[src/rtl/lbo_pkg.sv]
// Package: shared types and constants for the lat/lon box overlap ratio unit.
`timescale 1ns / 1ps

package lbo_pkg;

  localparam int RATIO_BITS_DEF = 16;
  localparam int THR_W          = 17;
  localparam logic [THR_W-1:0] THR_RESET = 17'd45875;

  // edge widths
  localparam int LAT_W = 18;   // north/south input width
  localparam int LON_W = 21;   // west/east input width
  localparam int NW    = 24;   // working longitude width
  localparam int HU_W  = 18;   // height magnitude width
  localparam int WU_W  = 24;   // width magnitude width
  localparam int PW    = HU_W + WU_W;

  localparam logic signed [NW-1:0]    TURN        = 24'sd360000;
  localparam logic signed [LAT_W-1:0] SOUTH_LIMIT = -18'sd78000;
  localparam logic signed [LAT_W-1:0] SOUTH_POLE  = -18'sd90000;

  localparam int QDEPTH = 2;

  typedef enum logic [1:0] {
    ST_OK          = 2'd0,
    ST_MISSING     = 2'd1,
    ST_EMPTY_UNION = 2'd2,
    ST_DEGENERATE  = 2'd3
  } status_t;

  // how the ratio is formed
  typedef enum logic [1:0] {
    MODE_AREA,
    MODE_LEN_W,
    MODE_LEN_H
  } mode_t;

  typedef enum logic {
    F_IDLE,
    F_NORM
  } front_state_t;

  typedef enum logic [1:0] {
    B_IDLE,
    B_MUL,
    B_CHK,
    B_DIV
  } back_state_t;

  typedef struct packed {
    logic            skip;        // result is fixed, no division
    logic            skip_match;
    status_t         status;
    mode_t           mode;
    logic            ineg;        // intersection has negative extent
    logic [HU_W-1:0] hu;
    logic [WU_W-1:0] wu;
    logic [HU_W-1:0] hi;
    logic [WU_W-1:0] wi;
  } q_item_t;

endpackage

[src/rtl/lbo_front.sv]
// Front end: accepts a box pair, normalizes longitudes and classifies the union.
`timescale 1ns / 1ps

module lbo_front (
  input  logic                        clk,
  input  logic                        rst,
  input  logic                        push,
  output logic                        full,
  input  logic                        a_has_area,
  input  logic signed [17:0]          a_north,
  input  logic signed [17:0]          a_south,
  input  logic signed [20:0]          a_west,
  input  logic signed [20:0]          a_east,
  input  logic                        a_param_is_140,
  input  logic                        b_has_area,
  input  logic signed [17:0]          b_north,
  input  logic signed [17:0]          b_south,
  input  logic signed [20:0]          b_west,
  input  logic signed [20:0]          b_east,
  input  logic                        b_param_is_140,
  output logic                        q_push,
  input  logic                        q_full,
  output lbo_pkg::q_item_t            q_data
);

  localparam int NW = lbo_pkg::NW;
  localparam int LW = lbo_pkg::LAT_W;

  lbo_pkg::front_state_t state, state_next;

  logic ha, hb;
  logic signed [LW-1:0] n1, s1, n2, s2;
  logic signed [NW-1:0] w1, e1, w2, e2;

  logic done1, done2, done;
  assign done1 = (w1 < e1) && (w1 >= 0);
  assign done2 = (w2 < e2) && (w2 >= 0);
  assign done  = done1 && done2;

  // next state
  always_comb begin
    state_next = state;
    case (state)
      lbo_pkg::F_IDLE: if (push) state_next = lbo_pkg::F_NORM;
      lbo_pkg::F_NORM: if (done && !q_full) state_next = lbo_pkg::F_IDLE;
      default:         state_next = lbo_pkg::F_IDLE;
    endcase
  end

  // outputs
  always_comb begin
    full   = 1'b1;
    q_push = 1'b0;
    case (state)
      lbo_pkg::F_IDLE: full = 1'b0;
      lbo_pkg::F_NORM: q_push = done && !q_full;
      default:         full = 1'b1;
    endcase
  end

  always_ff @(posedge clk) begin
    if (rst) state <= lbo_pkg::F_IDLE;
    else     state <= state_next;
  end

  // box registers: load with pole clamp, then one turn per cycle
  always_ff @(posedge clk) begin
    if (state == lbo_pkg::F_IDLE && push) begin
      ha <= a_has_area;
      hb <= b_has_area;
      n1 <= a_north;
      n2 <= b_north;
      s1 <= (a_param_is_140 && a_south <= lbo_pkg::SOUTH_LIMIT) ? lbo_pkg::SOUTH_POLE : a_south;
      s2 <= (b_param_is_140 && b_south <= lbo_pkg::SOUTH_LIMIT) ? lbo_pkg::SOUTH_POLE : b_south;
      w1 <= NW'(a_west);
      e1 <= NW'(a_east);
      w2 <= NW'(b_west);
      e2 <= NW'(b_east);
    end else if (state == lbo_pkg::F_NORM) begin
      if (w1 >= e1) begin
        w1 <= w1 - lbo_pkg::TURN;
      end else if (w1 < 0) begin
        w1 <= w1 + lbo_pkg::TURN;
        e1 <= e1 + lbo_pkg::TURN;
      end
      if (w2 >= e2) begin
        w2 <= w2 - lbo_pkg::TURN;
      end else if (w2 < 0) begin
        w2 <= w2 + lbo_pkg::TURN;
        e2 <= e2 + lbo_pkg::TURN;
      end
    end
  end

  // union and intersection extents
  logic signed [LW-1:0] un, us, in_n, is_s;
  logic signed [NW-1:0] ue, uw, ie, iw;
  logic signed [LW:0]   hn, ih;
  logic signed [NW:0]   wd, iwd;

  always_comb begin
    un   = (n1 > n2) ? n1 : n2;
    us   = (s1 < s2) ? s1 : s2;
    in_n = (n1 < n2) ? n1 : n2;
    is_s = (s1 > s2) ? s1 : s2;
    ue   = (e1 > e2) ? e1 : e2;
    uw   = (w1 < w2) ? w1 : w2;
    ie   = (e1 < e2) ? e1 : e2;
    iw   = (w1 > w2) ? w1 : w2;
    hn   = {un[LW-1], un} - {us[LW-1], us};
    ih   = {in_n[LW-1], in_n} - {is_s[LW-1], is_s};
    wd   = {ue[NW-1], ue} - {uw[NW-1], uw};
    iwd  = {ie[NW-1], ie} - {iw[NW-1], iw};
  end

  // classification
  always_comb begin
    q_data            = '0;
    q_data.status     = lbo_pkg::ST_OK;
    q_data.mode       = lbo_pkg::MODE_AREA;
    q_data.hu         = hn[lbo_pkg::HU_W-1:0];
    q_data.hi         = ih[lbo_pkg::HU_W-1:0];
    q_data.wu         = wd[lbo_pkg::WU_W-1:0];
    q_data.wi         = iwd[lbo_pkg::WU_W-1:0];
    q_data.ineg       = ih[LW] || iwd[NW];
    if (!ha || !hb) begin
      q_data.skip       = 1'b1;
      q_data.skip_match = !ha && !hb;
      q_data.status     = lbo_pkg::ST_MISSING;
    end else if (hn[LW] || wd[NW]) begin
      q_data.skip   = 1'b1;
      q_data.status = lbo_pkg::ST_EMPTY_UNION;
    end else if (hn == 0) begin
      if (wd == 0) begin
        q_data.skip   = 1'b1;
        q_data.status = lbo_pkg::ST_DEGENERATE;
      end else if (ih != 0) begin
        q_data.skip = 1'b1;
      end else begin
        q_data.mode = lbo_pkg::MODE_LEN_W;
      end
    end else if (wd == 0) begin
      if (iwd != 0) q_data.skip = 1'b1;
      else          q_data.mode = lbo_pkg::MODE_LEN_H;
    end
  end

endmodule

[src/rtl/lbo_queue.sv]
// Short register queue between the front and back ends.
`timescale 1ns / 1ps

module lbo_queue (
  input  logic              clk,
  input  logic              rst,
  input  logic              wr_en,
  input  lbo_pkg::q_item_t  wr_data,
  output logic              q_full,
  input  logic              rd_en,
  output lbo_pkg::q_item_t  rd_data,
  output logic              q_empty
);

  localparam int D  = lbo_pkg::QDEPTH;
  localparam int AW = (D > 1) ? $clog2(D) : 1;
  localparam int CW = $clog2(D + 1);

  lbo_pkg::q_item_t mem [D];
  logic [AW-1:0] wp, rp;
  logic [CW-1:0] count;

  assign q_full  = (count == CW'(D));
  assign q_empty = (count == '0);
  assign rd_data = mem[rp];

  always_ff @(posedge clk) begin
    if (wr_en) mem[wp] <= wr_data;
  end

  // pointers wrap at depth
  always_ff @(posedge clk) begin
    if (rst) begin
      wp    <= '0;
      rp    <= '0;
      count <= '0;
    end else begin
      if (wr_en) wp <= (wp == AW'(D - 1)) ? '0 : wp + 1'b1;
      if (rd_en) rp <= (rp == AW'(D - 1)) ? '0 : rp + 1'b1;
      if (wr_en && !rd_en)      count <= count + 1'b1;
      else if (!wr_en && rd_en) count <= count - 1'b1;
    end
  end

endmodule

[src/rtl/lbo_back.sv]
// Back end: area products, restoring divider and result register.
`timescale 1ns / 1ps

module lbo_back #(
  parameter int RATIO_BITS = lbo_pkg::RATIO_BITS_DEF
) (
  input  logic                          clk,
  input  logic                          rst,
  input  lbo_pkg::q_item_t              q_data,
  input  logic                          q_empty,
  output logic                          q_pop,
  input  logic [lbo_pkg::THR_W-1:0]     threshold,
  output logic                          res_valid,
  input  logic                          res_pop,
  output logic [RATIO_BITS:0]           res_ratio,
  output logic                          res_match,
  output lbo_pkg::status_t              res_status
);

  localparam int PW    = lbo_pkg::PW;
  localparam int RB    = RATIO_BITS;
  localparam int CNT_W = $clog2(RB + 1);
  localparam int CMP_W = (RB + 1 > lbo_pkg::THR_W) ? RB + 1 : lbo_pkg::THR_W;

  lbo_pkg::back_state_t state, state_next;
  lbo_pkg::q_item_t     item;

  logic [PW-1:0]    num, den, rem;
  logic [RB-1:0]    quo;
  logic [CNT_W-1:0] cnt;
  logic [PW:0]      rem2;
  logic             fit;
  logic             last;

  assign rem2 = {rem, 1'b0};
  assign fit  = rem2 >= {1'b0, den};
  assign last = (cnt == CNT_W'(RB - 1));

  // next state
  always_comb begin
    state_next = state;
    case (state)
      lbo_pkg::B_IDLE: if (q_pop && !q_data.skip) state_next = lbo_pkg::B_MUL;
      lbo_pkg::B_MUL:  state_next = lbo_pkg::B_CHK;
      lbo_pkg::B_CHK:  if (num >= den) state_next = lbo_pkg::B_IDLE;
                       else            state_next = lbo_pkg::B_DIV;
      lbo_pkg::B_DIV:  if (last) state_next = lbo_pkg::B_IDLE;
      default:         state_next = lbo_pkg::B_IDLE;
    endcase
  end

  // outputs
  always_comb begin
    q_pop = 1'b0;
    case (state)
      lbo_pkg::B_IDLE: q_pop = !q_empty && !res_valid;
      default:         q_pop = 1'b0;
    endcase
  end

  always_ff @(posedge clk) begin
    if (rst) state <= lbo_pkg::B_IDLE;
    else     state <= state_next;
  end

  // datapath
  always_ff @(posedge clk) begin
    case (state)
      lbo_pkg::B_IDLE: if (q_pop) item <= q_data;
      lbo_pkg::B_MUL: begin
        case (item.mode)
          lbo_pkg::MODE_LEN_W: begin
            den <= PW'(item.wu);
            num <= item.ineg ? '0 : PW'(item.wi);
          end
          lbo_pkg::MODE_LEN_H: begin
            den <= PW'(item.hu);
            num <= item.ineg ? '0 : PW'(item.hi);
          end
          default: begin
            den <= item.hu * item.wu;
            num <= item.ineg ? '0 : item.hi * item.wi;
          end
        endcase
      end
      lbo_pkg::B_CHK: begin
        rem <= num;
        quo <= '0;
        cnt <= '0;
      end
      lbo_pkg::B_DIV: begin
        rem <= fit ? PW'(rem2 - {1'b0, den}) : rem2[PW-1:0];
        quo <= {quo[RB-2:0], fit};
        cnt <= cnt + 1'b1;
      end
      default: ;
    endcase
  end

  // result register
  logic [RB:0] final_ratio;
  always_comb begin
    if (state == lbo_pkg::B_CHK) final_ratio = {1'b1, {RB{1'b0}}};
    else                         final_ratio = {1'b0, quo[RB-2:0], fit};
  end

  always_ff @(posedge clk) begin
    if (rst) begin
      res_valid <= 1'b0;
    end else if ((state == lbo_pkg::B_IDLE) && q_pop && q_data.skip) begin
      res_valid <= 1'b1;
    end else if (((state == lbo_pkg::B_CHK) && (num >= den)) ||
                 ((state == lbo_pkg::B_DIV) && last)) begin
      res_valid <= 1'b1;
    end else if (res_pop) begin
      res_valid <= 1'b0;
    end
  end

  always_ff @(posedge clk) begin
    if ((state == lbo_pkg::B_IDLE) && q_pop && q_data.skip) begin
      res_ratio  <= '0;
      res_match  <= q_data.skip_match;
      res_status <= q_data.status;
    end else if (((state == lbo_pkg::B_CHK) && (num >= den)) ||
                 ((state == lbo_pkg::B_DIV) && last)) begin
      res_ratio  <= final_ratio;
      res_match  <= CMP_W'(final_ratio) > CMP_W'(threshold);
      res_status <= lbo_pkg::ST_OK;
    end
  end

endmodule

[src/rtl/latlon_box_overlap_ratio_unit.sv]
// Top level of the lat/lon box overlap ratio unit.
// Longitude normalization in the front end moves each box by one turn per
// cycle; the back end then forms the products, checks the range and runs the
// restoring divider, one quotient bit per cycle.
// The back end takes a new pair from the queue only once idle and its last result is popped.
// Reset: synchronous, clears both ends and the queue; threshold returns to 0.7.
`timescale 1ns / 1ps

module latlon_box_overlap_ratio_unit #(
  parameter int RATIO_BITS = lbo_pkg::RATIO_BITS_DEF
) (
  input  logic                      clk,
  input  logic                      rst,
  input  logic                      cfg_we,
  input  logic [16:0]               cfg_wdata,
  input  logic                      push,
  output logic                      full,
  input  logic                      a_has_area,
  input  logic signed [17:0]        a_north,
  input  logic signed [17:0]        a_south,
  input  logic signed [20:0]        a_west,
  input  logic signed [20:0]        a_east,
  input  logic                      a_param_is_140,
  input  logic                      b_has_area,
  input  logic signed [17:0]        b_north,
  input  logic signed [17:0]        b_south,
  input  logic signed [20:0]        b_west,
  input  logic signed [20:0]        b_east,
  input  logic                      b_param_is_140,
  output logic                      empty,
  input  logic                      pop,
  output logic [RATIO_BITS:0]       overlap_ratio,
  output logic                      areas_match,
  output logic [1:0]                status
);

  logic [lbo_pkg::THR_W-1:0] match_threshold;

  // threshold register
  always_ff @(posedge clk) begin
    if (rst)         match_threshold <= lbo_pkg::THR_RESET;
    else if (cfg_we) match_threshold <= cfg_wdata;
  end

  lbo_pkg::q_item_t fq_data, bq_data;
  logic             fq_push, fq_full, bq_pop, bq_empty;
  logic             res_valid;
  lbo_pkg::status_t res_status;

  lbo_front u_front (
    .clk            (clk),
    .rst            (rst),
    .push           (push),
    .full           (full),
    .a_has_area     (a_has_area),
    .a_north        (a_north),
    .a_south        (a_south),
    .a_west         (a_west),
    .a_east         (a_east),
    .a_param_is_140 (a_param_is_140),
    .b_has_area     (b_has_area),
    .b_north        (b_north),
    .b_south        (b_south),
    .b_west         (b_west),
    .b_east         (b_east),
    .b_param_is_140 (b_param_is_140),
    .q_push         (fq_push),
    .q_full         (fq_full),
    .q_data         (fq_data)
  );

  lbo_queue u_queue (
    .clk     (clk),
    .rst     (rst),
    .wr_en   (fq_push),
    .wr_data (fq_data),
    .q_full  (fq_full),
    .rd_en   (bq_pop),
    .rd_data (bq_data),
    .q_empty (bq_empty)
  );

  lbo_back #(
    .RATIO_BITS (RATIO_BITS)
  ) u_back (
    .clk        (clk),
    .rst        (rst),
    .q_data     (bq_data),
    .q_empty    (bq_empty),
    .q_pop      (bq_pop),
    .threshold  (match_threshold),
    .res_valid  (res_valid),
    .res_pop    (pop),
    .res_ratio  (overlap_ratio),
    .res_match  (areas_match),
    .res_status (res_status)
  );

  assign empty  = !res_valid;
  assign status = res_status;

endmodule

[config.mk]
export PLATFORM = sky130hd
export DESIGN_NAME = latlon_box_overlap_ratio_unit
export DESIGN_NICKNAME = d
export VERILOG_FILES = /design/src/rtl/lbo_pkg.sv /design/src/rtl/lbo_front.sv /design/src/rtl/lbo_queue.sv /design/src/rtl/lbo_back.sv /design/src/rtl/latlon_box_overlap_ratio_unit.sv
export SDC_FILE = /design/constraint.sdc
export NUM_CORES = 2
export LEC_CHECK = 0
export BUFFER_PORTS_ARGS = -buffer_cell sky130_fd_sc_hd__buf_2
export CAP_MARGIN = 20
export CELL_PAD_IN_SITES_DETAIL_PLACEMENT = 1
export CELL_PAD_IN_SITES_GLOBAL_PLACEMENT = 2
export CORE_MARGIN = 2
export CORE_UTILIZATION = 46
export CTS_CLUSTER_DIAMETER = 80
export DETAILED_ROUTE_END_ITERATION = 8
export PLACE_DENSITY_LB_ADDON = 0.15
export SLEW_MARGIN = 0
export SYNTH_ARGS = -nofsm -noshare
export SYNTH_HDL_FRONTEND = slang
export SYNTH_SLANG_ARGS = --single-unit
[constraint.sdc]
create_clock -name clk -period 19 [get_ports clk]
set_input_delay 0.95 -clock clk [delete_from_list [all_inputs] [get_ports clk]]
set_output_delay 0.95 -clock clk [all_outputs]
set_load 0.1 [all_outputs]
# [Yosys cells after proc, flatten, opt, wreduce, memory -nomap -nowiden]
# Memory sizes are Yosys's and may differ from the RTL's. A register that Yosys moved wholly into a read port is not among the register bits.
# Index checks and enable logic that the tools add are counted.
[word_totals] ff_bits=448 ram_bits=182 inputBits=182 output_inout_bits=22 n_memories=1
[mem_list] memory="u_queue.mem" words=2 word_bits=91 read_ports=1 rd_ports_with_merged_regs=1 write_ports=1 line="lbo_queue.sv:19" source="lbo_pkg::q_item_t mem [D];"
[op_classes] addsub=16 mul=2 n_lt_le_gt_ge=21 eq_ne=11 muxes=78 bitwise=1 n_reduce_logical=49
[ops] op="$mux 24" count=21
[ops] op="$pmux 42 s2" count=3
[ops] op="$add 24x20->24 const B" count=4
[ops] op="$lt 24x24->1" count=4
[ops] op="$mux 18" count=5
[ops] op="$mul 18x24->42" count=2
[ops] op="$mux 42" count=2
[ops] op="$logic_not 32->1" count=2
[ops] op="$reduce_bool 32->1" count=2
[ops] op="$sub 24x24->25" count=2
[ops] op="$ge 24x1->1 const B" count=2
[ops] op="$ge 24x24->1" count=2
[ops] op="$gt 24x24->1" count=2
[ops] op="$lt 24x1->1 const B" count=2
[ops] op="$sub 24x20->24 const B" count=2
[ops] op="$ge 43x42->1" count=1
[ops] op="$ge 42x42->1" count=1
[ops] op="$sub 42x42->42" count=1
[ops] op="$sub 18x18->19" count=2
[ops] op="$gt 18x18->1" count=2
[ops] op="$le 18x18->1 const B" count=2
[ops] op="$lt 18x18->1" count=2
[ops] op="$mux 2" count=17
[ops] op="$pmux 15 s2" count=1
[ops] op="23 further kinds" count=92

# [Depth between registers and ports, before layout]
[logic_depth] depth_word=9 depth_mapped=26 depth_no_buf=25

# [Modules after synthesis]
# Synthesis repeated with hierarchy kept, for this count alone.
[unflattened] cells_unflattened=6827 area_unflattened_um2=66438.7
[modules_own_cells] mod="lbo_back" instances=1 cells_per_inst=4479 area_per_inst_um2=41388.4
[modules_own_cells] mod="lbo_front" instances=1 cells_per_inst=1987 area_per_inst_um2=17588.1
[modules_own_cells] mod="lbo_queue" instances=1 cells_per_inst=305 area_per_inst_um2=6806.5
[modules_own_cells] mod="latlon_box_overlap_ratio_unit" instances=1 cells_per_inst=56 area_per_inst_um2=655.6

# [Least setup slack after synthesis]
# Ideal clock, no wire load.
[synth_timing] kind="flip-flop to flip-flop" from="register u_front.e2[9]" to="memory u_queue.mem[0][0] (netlist bit) (enable)" arrival_time_ns=10.665 t_required_ns=18.234 slack_ns=7.569 stages_incl_launch_ff=12 n_path_buf=0 cell_sequence="edfxtp_1 inv_1 ha_1 a21o_1 a21o_1 a21oi_1 nor2_1 a211oi_1 o211ai_1 a21oi_1 mux2_2 nor4_1"
[synth_via] elab_chain_cells=7
[synth_lines] element="start: declaration" line="lbo_front.sv:33" source="logic signed [NW-1:0] w1, e1, w2, e2;"
[synth_lines] element="start signal: assignment" line="lbo_front.sv:78" source="e2 <= NW'(b_east);"
[synth_lines] element="start signal: assignment" line="lbo_front.sv:90" source="e2 <= e2 + lbo_pkg::TURN;"
[synth_lines] element="$lt 24x24->1" line="lbo_front.sv:37" source="assign done2 = (w2 < e2) && (w2 >= 0);"
[synth_lines] element="$logic_and 1x1->1" line="lbo_front.sv:37"
[synth_lines] element="$logic_and 1x1->1" line="lbo_front.sv:38" source="assign done = done1 && done2;"
[synth_lines] element="$logic_and 1x1->1" line="lbo_front.sv:56" source="lbo_pkg::F_NORM: q_push = done && !q_full;"
[synth_lines] element="$mux 1" line="lbo_front.sv:54" source="case (state)"
[synth_lines] element="$mux 1" line="lbo_queue.sv:28" source="if (wr_en) mem[wp] <= wr_data;"
[synth_lines] element="$mux 1 (not written as such)" line="lbo_queue.sv:28"
[synth_lines] element="end: declaration" line="lbo_queue.sv:19"
# Every way passes these cells.

==> results.yml <==
final_layout:
  syn_to_final_growth_pct: 8.46
  n_antenna_cell: 0
  finalNetCount: 8503
  drive_gt1_frac: 0.0830
hold_path:
  min_from: "b_north[1]"
  hold_path_class: "in -> reg"
logic_synthesis:
  synthTopCellsByArea: "edfxtp_1 (26%), fa_1 (21%), ha_1 (11%)"
  ys_ff_latch: 631
  synth_enable_flop_cells: 588
  ys_types: 93
  async_flop_share: 0
  synth_seq_area_share: 0.275
  netlist_area_sq_um: 67300
  yosysTopAreaCell: "edfxtp_1"
  ys_warn_count: 0
  syn_avg_cell_area_sq_um: 9.65
  yosysTopAreaCellShare: 0.262
  synthCells: 6975
  synth_top_flop_cell: "edfxtp_1"
  syn_nets: 8458
global_route:
  antenna_found_initial: 3
  grt_start_max_net_pins: 89
  grtUsageTotal: 0.275
  overflow: 0
  grt_pass1_vias: 54900
  grt_pass1_wl_um: 321000
setup_path:
  ff2ff_setup_slack_ns: 11.39
  crit_path_start_kind: "register"
  crit_arrival_ns: 8.09
  cp_slowest_cell: "a2111oi_0"
  r2r-start: "u_front.e2[1]"
  critical_path.top_delay_family: "compound AO/OA/AOI/OAI gates"
  crit_type: "reg -> reg"
  worst_setup_path_end_kind: "register"
  path_max_fanout: 24
  path_buf_inv: 4
  startpoint: "u_front.e2[1]"
  critPathRequiredTime_ns: 19.47
  crit_top_cell: "o21a_1"
  max_stage_delay_ns: 0.52
floorplan:
  die_w_um: 386
  start_util: 0.463
  die_area_sq_um: 149000
  die_y_um: 386
  row_count: 140
  io_pins: 204
  core_area_sq_um: 145000
timing:
  worstMarginPinSlew_ns: 1.26
  fin_tns_setup_ns: 0
  fmax_mhz: 131
  period_share: 0.401
  fin_ws_ns: 11.39
  slew_headroom: 0.157
  rsz0062_at_grt: "false"
  clock_skew_ns: 0.0531
  setup_viol: 0
  period_minus_slack_ns: 7.62
  finalMaxSlewViolations: 0
  hold_violations: 0
clocking:
  cts_tree: "yes"
  cts_buffers: 78
  h-tree-depth: 3
  cts_resized: 0
  cts_hold_buffers: 0
  cts_root_buffer: "clkbuf_16"
  cts_sinks: 631
  clk_pin_slew_worst_paths_ns: 0.06
  cts_setup_buffers: 0
  ctsLongestPathBuffers: 3
  insertion_delay_ns: 0.72
placement:
  port-buffer-count: 203
  place_ws_ns: 11.43
  place.gp.congestion: 0.875
  dp_hpwl_um: 159000
detailed_routing:
  vias_per_cell: 5.61
  vias: 50500
  drc: 0
  wl_um: 205000
  ant_nets: 0
  wl_per_cell_um: 22.8
  drt-pass1-iter-count: 5
  drt_iter0_drc: 2761
run_status:
  status: "complete, no violations"
flow_run:
  maxCapViolCount: 0
-- through the flow --
step | utilization | instances | hold WS, ns | instance area [sq um]
5_1_grt | 0.502 | 9002 | 0.367 | 73000
2_1_floorplan | - | 6975 | 0.449 | 67300
3_3_place_gp | 0.482 | 8844 | 0.455 | 70100
6_report | 0.502 | 9002 | 0.401 | 73000
3_5_place_dp | 0.482 | 8847 | 0.457 | 70100
4_1_cts | 0.500 | 8992 | 0.342 | 72800
-- synth_stat cells (all sizes together), types with 17 or more instances --
library cell  instances
inv                1157
nand2               850
fa                  711
ha                  590
edfxtp              588
and2                346
a21oi               327
clkbuf              279
nor2                258
o21ai               212
mux2i               167
xnor2               143
mux2                130
a21o                127
nand3                75
nand4                75
nor2b                67
nor3                 65
xor2                 59
and3                 56
nand2b               53
o21a                 52
dfxtp                43
a211oi               39
a31oi                37
o211ai               35
buf                  33
o21bai               30
a221oi               29
or3                  28
or2                  26
nor4                 22
a211o                19
a22o                 19
o31ai                18
a22oi                17
-- path summary, 6_finish.rpt --
check | to | depth (start not counted)
setup / recovery | u_queue.mem[0][90] | 27
hold / removal | u_front.n2[1] | 1
setup reg to reg | u_queue.mem[0][90] | 27
hold reg to reg | u_back.res_ratio[13] | 1
-- layout by cell type (no fill, tap or decap), drive strengths merged, types with 41 or more instances in the layout --
| cell type | count |
|---|---|
| and3 | 56 |
| clkbuf | 91 |
| nor2 | 258 |
| xor2 | 59 |
| o21ai | 212 |
| nand2b | 53 |
| nand2 | 850 |
| nor2b | 67 |
| ha | 590 |
| inv | 1164 |
| nand4 | 75 |
| xnor2 | 143 |
| dfxtp | 43 |
| buf | 276 |
| mux2 | 130 |
| and2 | 346 |
| edfxtp | 588 |
| mux2i | 167 |
| a21oi | 327 |
| fa | 711 |
| a21o | 127 |
| clkinv | 41 |
| nand3 | 75 |
| nor3 | 65 |
| o21a | 52 |
-- worst register-to-register path, delay by kind of cell, from the launching register on --
kind                     cells  cell delay [ns]
multiplexers                 1             0.29
buffers and inverters        4             0.86
AO/OA/AOI/OAI               14             3.68
AND/OR/NAND/NOR              5             1.27
adder cells (fa/ha/maj)      3             0.89
flip-flops                   1             0.39
-- sequential cells by signal, summed over array words and instances (netlist names), 42 cells and up, named ones only --
name	flops
u_back.num	42
u_back.den	42
u_queue.mem	182
u_back.item	87
u_back.rem	42
-- per-layer routing --
metal  vias to the layer above  GRT usage  part of all wire
li1                      23200          -                 -
met1                     25800      0.376              0.45
met2                      1150      0.462              0.47
met3                       253     0.0273             0.043
met4                         0     0.0851             0.032
met5                         -          0                 0
-- logic make-up (layout without fill, tap and decap cells) --
family                     after synthesis  count (layout)  share of synthesized area
and+or+nand+nor                       1992            1992                      0.144
buffers and inverters                 1470            1580                     0.0824
adders and majority gates             1301            1301                      0.321
AOI/OAI and AO/OA                     1082            1082                      0.104
DFF                                    631             631                      0.275
muxes                                  297             297                     0.0466
xor gates and xnor gates               202             202                     0.0263
-- cell type report --
type	count	area, sq um
Timing Repair Buffer	277	1750
Multi-Input combinational cell	4874	43300
Inverter	1158	4350
Sequential cell	631	18500
Tap cell	1917	2400
Clock inverter	55	574
Fill cell	16400	72400
Clock buffer	90	2060
Power is left out: the tool's default activity adds up to more than one toggle a clock period on the data nets, which glitch-free logic cannot reach.
